File: config.mk
export PLATFORM = sky130hd
export DESIGN_NAME = ncsf_mul
export DESIGN_NICKNAME = d
export VERILOG_FILES = /design/src/rtl/ncsf_mul.sv
export SDC_FILE = /design/constraint.sdc
export NUM_CORES = 2
export LEC_CHECK = 0
export BUFFER_PORTS_ARGS = -buffer_cell sky130_fd_sc_hd__clkbuf_2
export CORE_ASPECT_RATIO = 0.75
export CORE_MARGIN = 2
export CORE_UTILIZATION = 55
export DETAILED_ROUTE_END_ITERATION = 6
export PLACE_DENSITY = 0.78
export SYNTH_ARGS = -nofsm -noshare
export SYNTH_HDL_FRONTEND = slang
export SYNTH_SLANG_ARGS = --single-unit
File: constraint.sdc
create_clock -name aclk -period 15.8 [get_ports aclk]
set_clock_uncertainty 0.05 [all_clocks]
set_input_delay 0.79 -clock aclk [delete_from_list [all_inputs] [get_ports aclk]]
set_output_delay 0.79 -clock aclk [all_outputs]
set_load 0.03 [all_outputs]
File: src/rtl/ncsf_mul.sv
// Shared 32 by 32 unsigned multiplier with a registered product.
// Depends on nothing; used by the sequencer for aging and offset squares.
`timescale 1ns / 1ps

module ncsf_mul (
    input  logic        aclk,
    input  logic [31:0] mul_a,
    input  logic [31:0] mul_b,
    output logic [63:0] prod_reg
);

    // One product per cycle, available in the next cycle.
    always_ff @(posedge aclk) begin
        prod_reg <= 64'(mul_a) * 64'(mul_b);
    end

endmodule

==> impl_results.md <==
* Primary FF master, synth: dfxtp_1
* Crit end category: register
* Worst Path Required at 16,050 ps
* Mapped Area at 0.0347 mm2
* Final hold vios at 0
* Gr usage total at 31.3%
* First-pass DRT Iterations at 5
* Pin count of the biggest net entering global routing at 33
* Post-Syn Nets at 4,972
* Crit path max-delay family: adder cells
* Chip width at between 200 and 300 um
* CTS Root Buffer Type: clkbuf_16
* Crit path kind: in2reg
* Num rows at between 70 and 80
* DR iter-0 viols at about 2,000
* Final non-filler cell total at ~4,500
* DRC Markers at 0
* Hold Path Class: in2reg
* H-tree lvl count at 3
* Tcrit/Tclk final at a little over half
* Sink Count at 64
* Worst Max-Slew Pin Slew at between 1000 and 1500 ps
* DR vias at between 20,000 and 25,000
* Final Util at between 50% and 60%
* Syn avg cell area at about 9.3 um2
* Layout cells sized above 1 at 4.59%
* I/O Buffers at around 130
* Initial core utilization at approximately 56%
* Vias per inst at about 5.6
* Mapped Cells at 3,748
* Fmax at between 0.1 and 0.15 GHz
* Area Overhead vs Synth at 3.50%
* Min-Delay Endpoint: prod_reg[0]
* Worst hold path startpoint: mul_b[0]
* Post-synth cell types at 57
* Nets@finish at ~4,900
* WP buf/inv at 4
* DIE HEIGHT at between 200 and 250 um
* Area of the multi-input gates at around 0.03 mm2
* Worst hold stages at 3
* Hold-fix buffers at CTS at 0
* Final Critical Period at between 8000 and 9000 ps
* Status: complete, no violations
* DP Cell Count at roughly 4,500
* Die area at around 0.065 mm2
* GRT Residual Overflow at 0
* First-pass GRT wire length at around 150 mm
* Avg WL per Cell at 21.2 um
* Final HPWL DP at around 75 mm
* Post-synth EDFFs at 0
* Max-cap violations at 0
* Synth warnings at 0
* Max reg flops at 64
* Startpoint types: input port
* Crit path largest cell delay at roughly 700 ps
* Most frequent CP cell: fa_1
* Post-CTS setup buffers at 0
* RD Place Congestion at ~0.95
* Initial antenna violation count at 3
* Post-synth ARST share at 0%
* Unrepaired setup endpoints after global routing: no
* CP arrival at 8890 ps
* Final slew viol count at 0
* Core Area at between 0.06 and 0.07 mm2
* Setup violators final at 0
* Setup TNS at 0 ps
* Crit path max fanout at 32
* Seq/Total Area, Yosys at under 10%
* # fillers at roughly 5,200
* Max-slew headroom at roughly a third
* Crit-path cells: clkbuf_2, nand2_1, fa_1, inv_1, fa_1, fa_1, fa_1, fa_1, fa_1, fa_1, inv_1, fa_1, inv_1, ha_1, nand4_1, or4_1, or3_1, a31oi_1, a31o_2, a211oi_1, o21ai_1, xor2_1
* I/O pins at approximately 130
* Worst-path clk slew at about 60 ps
* CTS resizes at 0
* Synth Register Bits at between 60 and 70
* CTS tree: built
* Clock buffer depth at 2
* Highest-delay cell along the critical path: clkbuf_2
* Vias in the first global route at around 27,000
* Reg area at about 0.0013 mm2
* TritonCTS Buffers at 9
* Final wirelength at ~95 mm
* ANT nets after route at 0
[metal layers]
layer  part of all wire [%]  GRT usage (%)
met3                     17           16.7
met4                    2.0           6.67
met2                     40           42.5
met5                   0.13           1.11
met1                     41           44.0
[layout make-up]
type / instances / share of cell area (%)
multi-input cells: 2599 / 81.7
flip-flops and latches: 64 / 3.57
clock inverters: 7 / 0.293
well taps: 810 / 2.82
clock buffers: 9 / 0.628
repair buffers: 136 / 1.95
diodes: 1 / 0.00697
inverters: 865 / 9.05
[placed cells by master (no fill, tap or decap), types with 4 or more instances in the layout]
cell type  synthesis  layout
ha_1             263     263
nand3_1           10      10
fa_1             896     896
clkbuf_16          0       9
inv_1            865     865
a21o_1            40      40
and3_1            14      14
dfxtp_1           64      64
nand4_1           23      23
xnor2_1           35      35
clkbuf_2           0     128
nand2_1          480     480
buf_4              0       8
o21bai_1          10      10
xor2_1            25      25
and2_1           602     602
a221o_1            4       4
o21ai_1            5       5
a31oi_1           12      12
o21ai_0           21      21
nor3_1             7       7
o21a_1             9       9
a21oi_1           63      63
nor2_1            20      20
[cell families (layout without fill, tap and decap cells)]
family / after synthesis / after routing / synth area share (%)
AND/OR/NAND/NOR: 1177 / 1177 / 17.6
adder cells (fa/ha/maj): 1159 / 1159 / 61.2
other: 0 / 1 / 0
buffers and inverters: 1085 / 1017 / 11.8
AO/OA/AOI/OAI: 202 / 202 / 4.15
multiplexers: 1 / 1 / 0.0289
XOR/XNOR: 60 / 60 / 1.52
flip-flops: 64 / 64 / 3.69
[stage by stage]
step	hold WS (ps)	worst slack [ps]	instance area (um2)
after CTS	943	7330	35900
after floorplan	867	8210	34700
after detailed placement	1180	6980	35600
after global routing	988	6880	35900
after global placement	1180	7040	35600
final	970	7160	35900
[worst max path at each step]
stage / from / end / slack, ps / cells after the start
final: mul_b[23] / prod_reg[62] / 7160 / 22
after global routing: mul_b[9] / prod_reg[62] / 6880 / 24
after CTS: mul_a[26] / prod_reg[62] / 7330 / 23
after detailed placement: mul_a[26] / prod_reg[62] / 6980 / 25
after global placement: mul_b[23] / prod_reg[62] / 7040 / 22
after floorplan: mul_a[25] / prod_reg[62] / 8210 / 25
[cells in the mapped netlist, types with 4 or more instances]
cell type  count  area (um2)
nand3_1       10        50.1
nor2_1        20        75.1
and3_1        14        87.6
buf_2          6        30.0
a221o_1        4        40.0
and2_1       602        3770
a21oi_1       63         315
a21o_1        40         300
nor3_1         7        35.0
ha_1         263        3290
fa_1         896       17900
o21a_1         9        67.6
nand4_1       23         144
xnor2_1       35         307
xor2_1        25         219
nand2_1      480        1800
clkbuf_1     213         800
o21ai_1        5        25.0
inv_1        865        3250
o21ai_0       21         105
a31oi_1       12        75.1
o21bai_1      10        75.1
dfxtp_1       64        1280
[tightest hold or removal path, stage by stage]
cell	delay [ps]
clkbuf_2	80
buf_4	260
and2_1	210
Power is left out: the tool's default activity adds up to more than one toggle a clock period on the data nets, which glitch-free logic cannot reach.
