### src/rtl/ncsf_pkg.sv
// Shared types and constants of the time-sync sample filter.
// No dependencies; every other file of the block but ncsf_mul imports this package.
`timescale 1ns / 1ps

package ncsf_pkg;

    // Ring depth and widths that follow from it.
    localparam int STAGES   = 8;
    localparam int SLOT_W   = $clog2(STAGES);
    localparam int COUNT_W  = $clog2(STAGES + 1);
    localparam int DIV_W    = $clog2(STAGES);

    // Field widths.
    localparam int OFF_W    = 48;
    localparam int DLY_W    = 47;
    localparam int DSP_W    = 37;
    localparam int SEC_W    = 32;
    localparam int DIST_W   = 48;
    localparam int JIT_W    = 47;

    // Sum of squared offset spreads; kept even for the two-bit root steps.
    localparam int SUM_W    = 2 * ((97 + $clog2(STAGES)) / 2);
    localparam int ROOT_W   = SUM_W / 2;

    // Sixteen seconds in Q5.32, the dispersion ceiling.
    localparam logic [DSP_W-1:0] MAX_DISP = DSP_W'(64'd16 << 32);
    localparam logic [JIT_W-1:0] JIT_MAX  = {JIT_W{1'b1}};

    // Configuration register indexes.
    localparam logic [2:0] REG_RATE      = 3'd0;
    localparam logic [2:0] REG_ALLAN     = 3'd1;
    localparam logic [2:0] REG_MAX_DIST  = 3'd2;
    localparam logic [2:0] REG_PRECISION = 3'd3;
    localparam logic [2:0] REG_POLL      = 3'd4;

    // Result status codes.
    localparam logic [1:0] ST_ACCEPT = 2'd0;
    localparam logic [1:0] ST_NONE   = 2'd1;
    localparam logic [1:0] ST_SPIKE  = 2'd2;
    localparam logic [1:0] ST_OLD    = 2'd3;

    // Next ring slot with wraparound.
    function automatic logic [SLOT_W-1:0] slot_inc(input logic [SLOT_W-1:0] s);
        return (s == SLOT_W'(STAGES - 1)) ? '0 : s + 1'b1;
    endfunction

endpackage

### src/rtl/ncsf_root.sv
// Iterative unit: bit-serial division by a small count, then a digit-by-digit
// integer square root of the quotient. Depends on ncsf_pkg.
`timescale 1ns / 1ps

module ncsf_root (
    input  logic                        aclk,
    input  logic                        aresetn,
    input  logic                        start,
    input  logic [ncsf_pkg::SUM_W-1:0]  dividend,
    input  logic [ncsf_pkg::DIV_W-1:0]  divisor,
    output logic                        done_reg,
    output logic [ncsf_pkg::ROOT_W-1:0] root_reg
);
    import ncsf_pkg::*;

    typedef enum logic [1:0] {R_IDLE, R_DIV, R_SQRT} rstate_t;

    localparam int CNT_W = $clog2(SUM_W + 1);

    rstate_t            state_reg;
    logic [CNT_W-1:0]   cnt_reg;
    logic [SUM_W-1:0]   val_reg;
    logic [DIV_W-1:0]   den_reg;
    logic [DIV_W-1:0]   rem_reg;
    logic [ROOT_W+1:0]  srem_reg;

    logic [DIV_W:0]     r2;
    logic               ge;
    logic [ROOT_W+3:0]  sr2;
    logic [ROOT_W+3:0]  trial;
    logic               sge;

    // One quotient bit or one root bit per cycle.
    always_comb begin
        r2    = {rem_reg, val_reg[SUM_W-1]};
        ge    = r2 >= {1'b0, den_reg};
        sr2   = {srem_reg, val_reg[SUM_W-1:SUM_W-2]};
        trial = {2'b00, root_reg, 2'b01};
        sge   = sr2 >= trial;
    end

    always_ff @(posedge aclk) begin
        if (!aresetn) begin
            state_reg <= R_IDLE;
            done_reg  <= 1'b0;
        end else begin
            done_reg <= 1'b0;
            unique case (state_reg)
                R_IDLE: begin
                    if (start) begin
                        val_reg   <= dividend;
                        den_reg   <= divisor;
                        rem_reg   <= '0;
                        cnt_reg   <= CNT_W'(SUM_W - 1);
                        state_reg <= R_DIV;
                    end
                end
                R_DIV: begin
                    rem_reg <= ge ? DIV_W'(r2 - {1'b0, den_reg}) : DIV_W'(r2);
                    val_reg <= {val_reg[SUM_W-2:0], ge};
                    if (cnt_reg == '0) begin
                        cnt_reg   <= CNT_W'(ROOT_W - 1);
                        srem_reg  <= '0;
                        root_reg  <= '0;
                        state_reg <= R_SQRT;
                    end else begin
                        cnt_reg <= cnt_reg - 1'b1;
                    end
                end
                R_SQRT: begin
                    srem_reg <= sge ? (ROOT_W+2)'(sr2 - trial) : (ROOT_W+2)'(sr2);
                    root_reg <= {root_reg[ROOT_W-2:0], sge};
                    val_reg  <= {val_reg[SUM_W-3:0], 2'b00};
                    if (cnt_reg == '0) begin
                        done_reg  <= 1'b1;
                        state_reg <= R_IDLE;
                    end else begin
                        cnt_reg <= cnt_reg - 1'b1;
                    end
                end
                default: state_reg <= R_IDLE;
            endcase
        end
    end

endmodule

### config.mk
export PLATFORM = sky130hd
export DESIGN_NAME = ncsf_root
export DESIGN_NICKNAME = d
export VERILOG_FILES = /design/src/rtl/ncsf_pkg.sv /design/src/rtl/ncsf_root.sv
export SDC_FILE = /design/constraint.sdc
export NUM_CORES = 1
export LEC_CHECK = 0
export BUFFER_PORTS_ARGS = -buffer_cell sky130_fd_sc_hd__buf_4
export CAP_MARGIN = 20
export CORE_AREA = 2 2 132 166
export CTS_BUF_LIST = sky130_fd_sc_hd__clkbuf_16
export CTS_CLUSTER_SIZE = 28
export DETAILED_ROUTE_END_ITERATION = 8
export DIE_AREA = 0 0 134 168
export PLACE_DENSITY = 0.84
export SYNTH_ARGS = -nofsm -noshare
export SYNTH_HDL_FRONTEND = slang
export SYNTH_SLANG_ARGS = --single-unit
export TNS_END_PERCENT = 5
### constraint.sdc
create_clock -name aclk -period 15.3 [get_ports aclk]
set_input_delay 3.06 -clock aclk [delete_from_list [all_inputs] [get_ports aclk]]
set_output_delay 3.06 -clock aclk [all_outputs]
set_load 0.05 [all_outputs]
==> flow_summary.rst, run 1 <==
.. list-table::
   :header-rows: 1

   * - Metric
     - Value
   * - Fraction of post-synthesis cell area in the top cell type by area
     - 0.4903
   * - TritonCTS clock tree
     - built
   * - Count of buffers from port buffering
     - 156
   * - Mean area per synthesized cell
     - 10.15 sq um
   * - Unique masters post-synth
     - 67
   * - Largest net degree at the start of global routing
     - 111
   * - Cell area power density
     - 99.63 nW/um^2
   * - Outcome
     - finished clean
   * - Worst EP required
     - 15.43 ns
   * - Depth of the worst register-to-register path
     - 13
   * - Clock latency reported for the late side of the worst-skew pair
     - 0.52 ns
   * - Class of the worst hold path
     - reg -> reg
   * - Max Cap Violations
     - 0
   * - Share of post-route cells with drive strength above 1
     - 0.1511
   * - Clock Tree Root
     - sky130_fd_sc_hd__clkbuf_16
   * - Remaining global-route overflow
     - 0
   * - Effective utilization at floorplan
     - 0.6243
   * - Top fanout value on the critical path
     - 81
   * - RSZ-0062 raised after global routing
     - false
   * - Setup_tns
     - 0 ns
   * - Endpoint of the worst-slack reg-to-reg timing path
     - srem_reg[43]
   * - Hold path cells
     - 2
   * - Cts bufs inserted
     - 23
   * - Number of global-route vias before repair
     - 9753
   * - Total I/O pin count
     - 157
   * - Buffers inserted by post-CTS timing repair
     - 0
   * - Peak ir drop on the vdd network
     - 0.09517 mV
   * - Clock net sink count
     - 218
   * - First-pass GRT wire length
     - 44840 um
   * - Min-Delay Startpoint
     - state_reg[1]
   * - Final count of negative-setup-slack endpoints
     - 0
   * - Data arrival at the endpoint of the critical path
     - 4.65 ns
   * - FF/Latch Area
     - 6516 sq um
   * - Worst-path cell with the longest stage delay
     - sky130_fd_sc_hd__buf_4
   * - Critical Path, Cell by Cell
     - buf_4 > inv_1 > nor3_2 > buf_4 > buf_4
   * - Die Wd
     - 134 um
   * - Combined area of all synthesized cells
     - 13170 sq um
   * - Clk pin slew, worst setup/hold paths
     - 0.06 ns
   * - Shortest clock period the worst path allows after layout
     - 4.528 ns
   * - Slew at the pin with the worst max-slew slack
     - 1.015 ns
   * - EDFF count, synth
     - 215
   * - H-tree depth reported by CTS
     - 1
   * - Static leakage
     - 5.908 nW
   * - Area growth, synth to finish
     - 15.32%
   * - Drt wl/cell
     - 16.16 um
   * - Hold-fix buffers, CTS
     - 0
   * - CP endpoint kind
     - flip-flop
   * - Final-report hold violation count
     - 0
   * - Max reg flops
     - 100
   * - # nets final
     - 1576
   * - Antenna violation net count after detailed routing
     - 0
   * - Instance count of the mapped netlist
     - 1297
   * - Residual DRC count
     - 0
   * - Yosys warning count
     - 0
   * - Overall Global Routing Usage
     - 0.2378
   * - Worst hold margin
     - 0.5564 ns
   * - Primary flip-flop cell chosen by synthesis mapping
     - sky130_fd_sc_hd__edfxtp_1
   * - Final estimated routing congestion in global placement
     - 0.9022
   * - Worst clock skew
     - 0.02781 ns
   * - Fraction of the yosys area taken by sequential cells
     - 0.4948
   * - Largest stage delay on the critical path
     - 0.81 ns
   * - Most frequent cell on the critical path
     - sky130_fd_sc_hd__buf_4
   * - Initial DRC Count
     - 623
   * - Site Rows
     - 60
   * - Upper clock frequency limit
     - 220.9 MHz
   * - Final critical-path share of the clock period
     - 0.2959
   * - Pre-Repair DR Iteration Count
     - 5
   * - Leading area contributor after synthesis
     - sky130_fd_sc_hd__edfxtp_1
   * - Total vias in the final route
     - 10090
   * - Max Slew Vio Count
     - 0
   * - Floorplan Core Area
     - 21100 sq um
   * - Synthesized flop and latch total
     - 218
   * - RR Startpoint
     - root_reg[0]
   * - Fill count
     - 1541
   * - Hold Crit Endpoint
     - state_reg[1]
   * - Most frequent standard cell in the layout excluding fill and tap cells
     - sky130_fd_sc_hd__edfxtp_1
   * - Synthesized netlist net count
     - 1464
   * - Half-perimeter wire length after placement
     - 19070 um
   * - Worst reg2reg setup slack
     - 11.56 ns
   * - Top library cells by usage in the layout, fill and taps aside
     - sky130_fd_sc_hd__edfxtp_1, sky130_fd_sc_hd__buf_4, sky130_fd_sc_hd__a21oi_1, sky130_fd_sc_hd__nor2_1, sky130_fd_sc_hd__a22oi_1
   * - Antenna violations before repair
     - 0
   * - Kind of launch point of the worst setup path
     - input pin
   * - Path type of the worst setup path
     - in -> reg
   * - Multi-input gate area in the final layout
     - 6058 sq um
   * - Share of flip-flops with an asynchronous set or reset
     - 0
   * - DR vias/cell
     - 5.930
   * - Die H
     - 168 um
   * - Die outline area
     - 22510 sq um
   * - Number of resized instances in the post-cts repair step
     - 0
   * - Number of buffers between clock root and the deepest sink
     - 3
   * - Total detailed-routing wirelength
     - 27500 um
   * - Headroom to the max-slew limit
     - 0.3170
   * - Top cells by area in the synthesized netlist
     - sky130_fd_sc_hd__edfxtp_1, sky130_fd_sc_hd__a21oi_1, sky130_fd_sc_hd__ha_1
   * - Antenna cell count
     - 0
cell families after synthesis:
group / synth area share
buffers and inverters: 0.04940
AND/OR/NAND/NOR: 0.1430
flip-flops: 0.4948
multiplexers: 0.03430
XOR/XNOR: 0.03325
adder cells (fa/ha/maj): 0.05853
AO/OA/AOI/OAI: 0.1867
power by group:
group / total (mW) / internal (mW) / switching [mW]
clock: 0.535 / 0.307 / 0.228
combinational: 0.252 / 0.102 / 0.150
sequential: 0.726 / 0.705 / 0.0212
total: 1.51 / 1.11 / 0.399
critical path, delay by kind of cell:
family | cells | cell delay (ns)
buffers and inverters | 4 | 1.30
AND/OR/NAND/NOR | 1 | 0.19
Yosys cell counts (all sizes together), types with 11 or more instances:
library cell,count
o21ai,43
xor2,23
and2,62
xnor2,27
a21oi,161
nor2,136
edfxtp,215
nor2b,51
a21o,19
nand2,53
clkbuf,54
inv,77
nor3,11
nand3,18
a22oi,98
nand4,14
ha,60
buf,25
mux2i,44
how the worst max path moves through the flow:
stage                 start      endpoint  slack [ns]  cells after the start
finish              aresetn  srem_reg[30]       10.77                      5
global route        aresetn  root_reg[21]       10.66                      5
CTS                 aresetn  root_reg[22]       10.79                      5
detailed placement  aresetn  root_reg[17]       10.25                      5
global placement    aresetn  root_reg[20]       10.32                      5
floorplan           aresetn    cnt_reg[0]        4.21                      3
metal layers:
| metal | GRT usage | wire length, um | up-vias |
|---|---|---|---|
| met5 | 0 | 0 | - |
| met4 | 0.08696 | 889 | 0 |
| met2 | 0.4140 | 13950 | 295 |
| met3 | 0.03854 | 1492 | 57 |
| met1 | 0.2991 | 11170 | 4752 |
| li1 | - | - | 4989 |
cell type report:
cell class,instances,share of cell area
timing repair buffer,166,0.08338
multi-input combinational,923,0.3989
clock buffer,23,0.03790
tap,279,0.02299
clock inverter,16,0.008651
sequential,218,0.4291
inverter,77,0.01903
metrics by stage:
step | instances | utilization | total power [mW] | area, sq um | setup WS (ns)
2_1_floorplan | 1297 | - | 0.9231 | 13170 | 4.207
3_3_place_gp | 1662 | 0.6851 | 0.9789 | 14450 | 10.32
3_5_place_dp | 1662 | 0.6851 | 0.9876 | 14450 | 10.25
4_1_cts | 1701 | 0.7186 | 1.522 | 15160 | 10.79
5_1_grt | 1702 | 0.7199 | 1.572 | 15190 | 10.66
6_report | 1702 | 0.7199 | 1.513 | 15190 | 10.77
No activity file was read; power rests on OpenSTA's default activity.
==> inputs of run 2 (changes only) <==
- CORE_AREA: 2 2 132 166 -> 2 2 137 173
- DIE_AREA: 0 0 134 168 -> 0 0 139 175
- PLACE_DENSITY: 0.84 -> 0.79
- clock period: 15.3 -> 4.47 ns (I/O delays scaled with it)
==> flow_summary.rst, run 2 (same netlist as run 1, synthesis figures left out) <==
.. list-table::
   :header-rows: 1

   * - Metric
     - Value
   * - Max Slew Vio Count
     - 0
   * - Final-report hold violation count
     - 0
   * - Clock Tree Root
     - sky130_fd_sc_hd__clkbuf_16
   * - Worst reg2reg setup slack
     - 0.84 ns
   * - Site Rows
     - 62
   * - Outcome
     - finished clean
   * - Final estimated routing congestion in global placement
     - 0.9123
   * - H-tree depth reported by CTS
     - 1
   * - Cts bufs inserted
     - 23
   * - Final count of negative-setup-slack endpoints
     - 0
   * - Class of the worst hold path
     - reg -> reg
   * - Antenna violation net count after detailed routing
     - 0
   * - Overall Global Routing Usage
     - 0.2265
   * - TritonCTS clock tree
     - built
   * - Number of resized instances in the post-cts repair step
     - 0
   * - RR Startpoint
     - root_reg[5]
   * - Top fanout value on the critical path
     - 22
   * - Headroom to the max-slew limit
     - 0.2979
   * - Shortest clock period the worst path allows after layout
     - 3.634 ns
   * - Path type of the worst setup path
     - reg -> reg
   * - Clock net sink count
     - 218
   * - Critical Path, Cell by Cell
     - inv_1 > ha_1 > a2111o_1 > o211ai_2 > a31oi_1 > o21a_1 > o21ai_2 > a31oi_1 > o31ai_4 > buf_12 > mux2i_1 > nor2b_1
   * - Max Cap Violations
     - 0
   * - Endpoint of the worst-slack reg-to-reg timing path
     - srem_reg[16]
   * - Data arrival at the endpoint of the critical path
     - 3.89 ns
   * - First-pass GRT wire length
     - 46430 um
   * - RSZ-0062 raised after global routing
     - false
   * - Final critical-path share of the clock period
     - 0.8131
   * - Hold-fix buffers, CTS
     - 0
   * - Share of post-route cells with drive strength above 1
     - 0.1496
   * - Die Wd
     - 139 um
   * - Total power after layout
     - 5.139 mW
   * - Hold Crit Endpoint
     - state_reg[1]
   * - Slew at the pin with the worst max-slew slack
     - 1.053 ns
   * - Half-perimeter wire length after placement
     - 19350 um
   * - Drt wl/cell
     - 16.34 um
   * - Peak ir drop on the vdd network
     - 0.3694 mV
   * - Die outline area
     - 24330 sq um
   * - Static leakage
     - 5.876 nW
   * - Total I/O pin count
     - 157
   * - Hold path cells
     - 2
   * - Min-Delay Startpoint
     - state_reg[1]
   * - Total vias in the final route
     - 10140
   * - Number of buffers between clock root and the deepest sink
     - 3
   * - Largest net degree at the start of global routing
     - 145
   * - Upper clock frequency limit
     - 275.1 MHz
   * - Worst EP required
     - 4.73 ns
   * - Initial DRC Count
     - 675
   * - Most frequent cell on the critical path
     - sky130_fd_sc_hd__a31oi_1
   * - Top library cells by usage in the layout, fill and taps aside
     - sky130_fd_sc_hd__edfxtp_1, sky130_fd_sc_hd__a21oi_1, sky130_fd_sc_hd__buf_4, sky130_fd_sc_hd__nor2_1, sky130_fd_sc_hd__a22oi_1
   * - Most frequent standard cell in the layout excluding fill and tap cells
     - sky130_fd_sc_hd__edfxtp_1
   * - Effective utilization at floorplan
     - 0.5814
   * - Buffers inserted by post-CTS timing repair
     - 0
   * - Worst-path cell with the longest stage delay
     - sky130_fd_sc_hd__o31ai_4
   * - Antenna violations before repair
     - 0
   * - Residual DRC count
     - 0
   * - Pre-Repair DR Iteration Count
     - 5
   * - Total detailed-routing wirelength
     - 27970 um
   * - Worst clock skew
     - 0.01812 ns
   * - Met2 capacity usage during global routing
     - 0.4025
   * - GR Util met3
     - 0.03700
   * - Antenna cell count
     - 0
   * - Clk pin slew, worst setup/hold paths
     - 0.06 ns
   * - Count of buffers from port buffering
     - 156
   * - Cell area power density
     - 337.7 nW/um^2
   * - Final design utilization
     - 0.6720
   * - Remaining global-route overflow
     - 0
   * - DR vias/cell
     - 5.920
   * - CP endpoint kind
     - flip-flop
   * - Met1 global-route usage
     - 0.2843
   * - Depth of the worst register-to-register path
     - 12
   * - Area growth, synth to finish
     - 15.58%
   * - Worst hold margin
     - 0.5417 ns
   * - Die H
     - 175 um
   * - Number of global-route vias before repair
     - 9830
   * - Floorplan Core Area
     - 22650 sq um
   * - Kind of launch point of the worst setup path
     - flip-flop
   * - Largest stage delay on the critical path
     - 0.64 ns
   * - Max reg flops
     - 100
   * - # nets final
     - 1575
   * - Clock latency reported for the late side of the worst-skew pair
     - 0.52 ns
   * - GR peak layer
     - met2
==> run 2: cell type report <==
cell class / count / area [sq um]
clock buffers: 23 / 575.6
clock inverters: 18 / 120.1
fillers: 1831 / 7431
inverters: 77 / 289.0
multi-input cells: 923 / 6071
flip-flops and latches: 218 / 6516
well taps: 288 / 360.3
repair buffers: 165 / 1289
==> run 2: per-layer routing <==
layer	up-vias	part of all wire
li1	4993	-
met1	4794	0.41
met2	290	0.51
met3	58	0.054
met4	0	0.027
met5	-	0
==> run 2: worst max-delay path by stage <==
stage,start,end,depth (start not counted)
after floorplan,aresetn,cnt_reg[0],3
after global placement,root_reg[5],srem_reg[41],12
after detailed placement,root_reg[5],srem_reg[6],12
after CTS,srem_reg[5],srem_reg[16],11
after global routing,root_reg[5],srem_reg[11],12
final,root_reg[5],srem_reg[16],12
==> run 2: per-stage QoR <==
| stage | setup WS (ns) | cells | TNS (ns) | area, sq um |
|---|---|---|---|---|
| after detailed placement | 0.8714 | 1671 | 0 | 14530 |
| final | 0.8355 | 1712 | 0 | 15220 |
| after floorplan | -1.311 | 1297 | -102.29 | 13190 |
| after CTS | 0.8516 | 1712 | 0 | 15220 |
| after global routing | 0.5798 | 1712 | 0 | 15220 |
| after global placement | 0.9666 | 1671 | 0 | 14530 |
==> run 2: critical path: cells and delay by family (launching register included) <==
| family | cells | cell delay (ns) |
|---|---|---|
| buf+inv | 2 | 0.32 |
| fa+ha+maj | 1 | 0.40 |
| flops | 1 | 0.36 |
| mux | 1 | 0.24 |
| simple gates | 1 | 0.07 |
| compound gates | 7 | 1.98 |
==> run 2: power by group <==
part	switching, mW	internal, mW
clock	0.798	0.996
sequential	0.0733	2.41
combinational	0.509	0.351
total	1.38	3.76
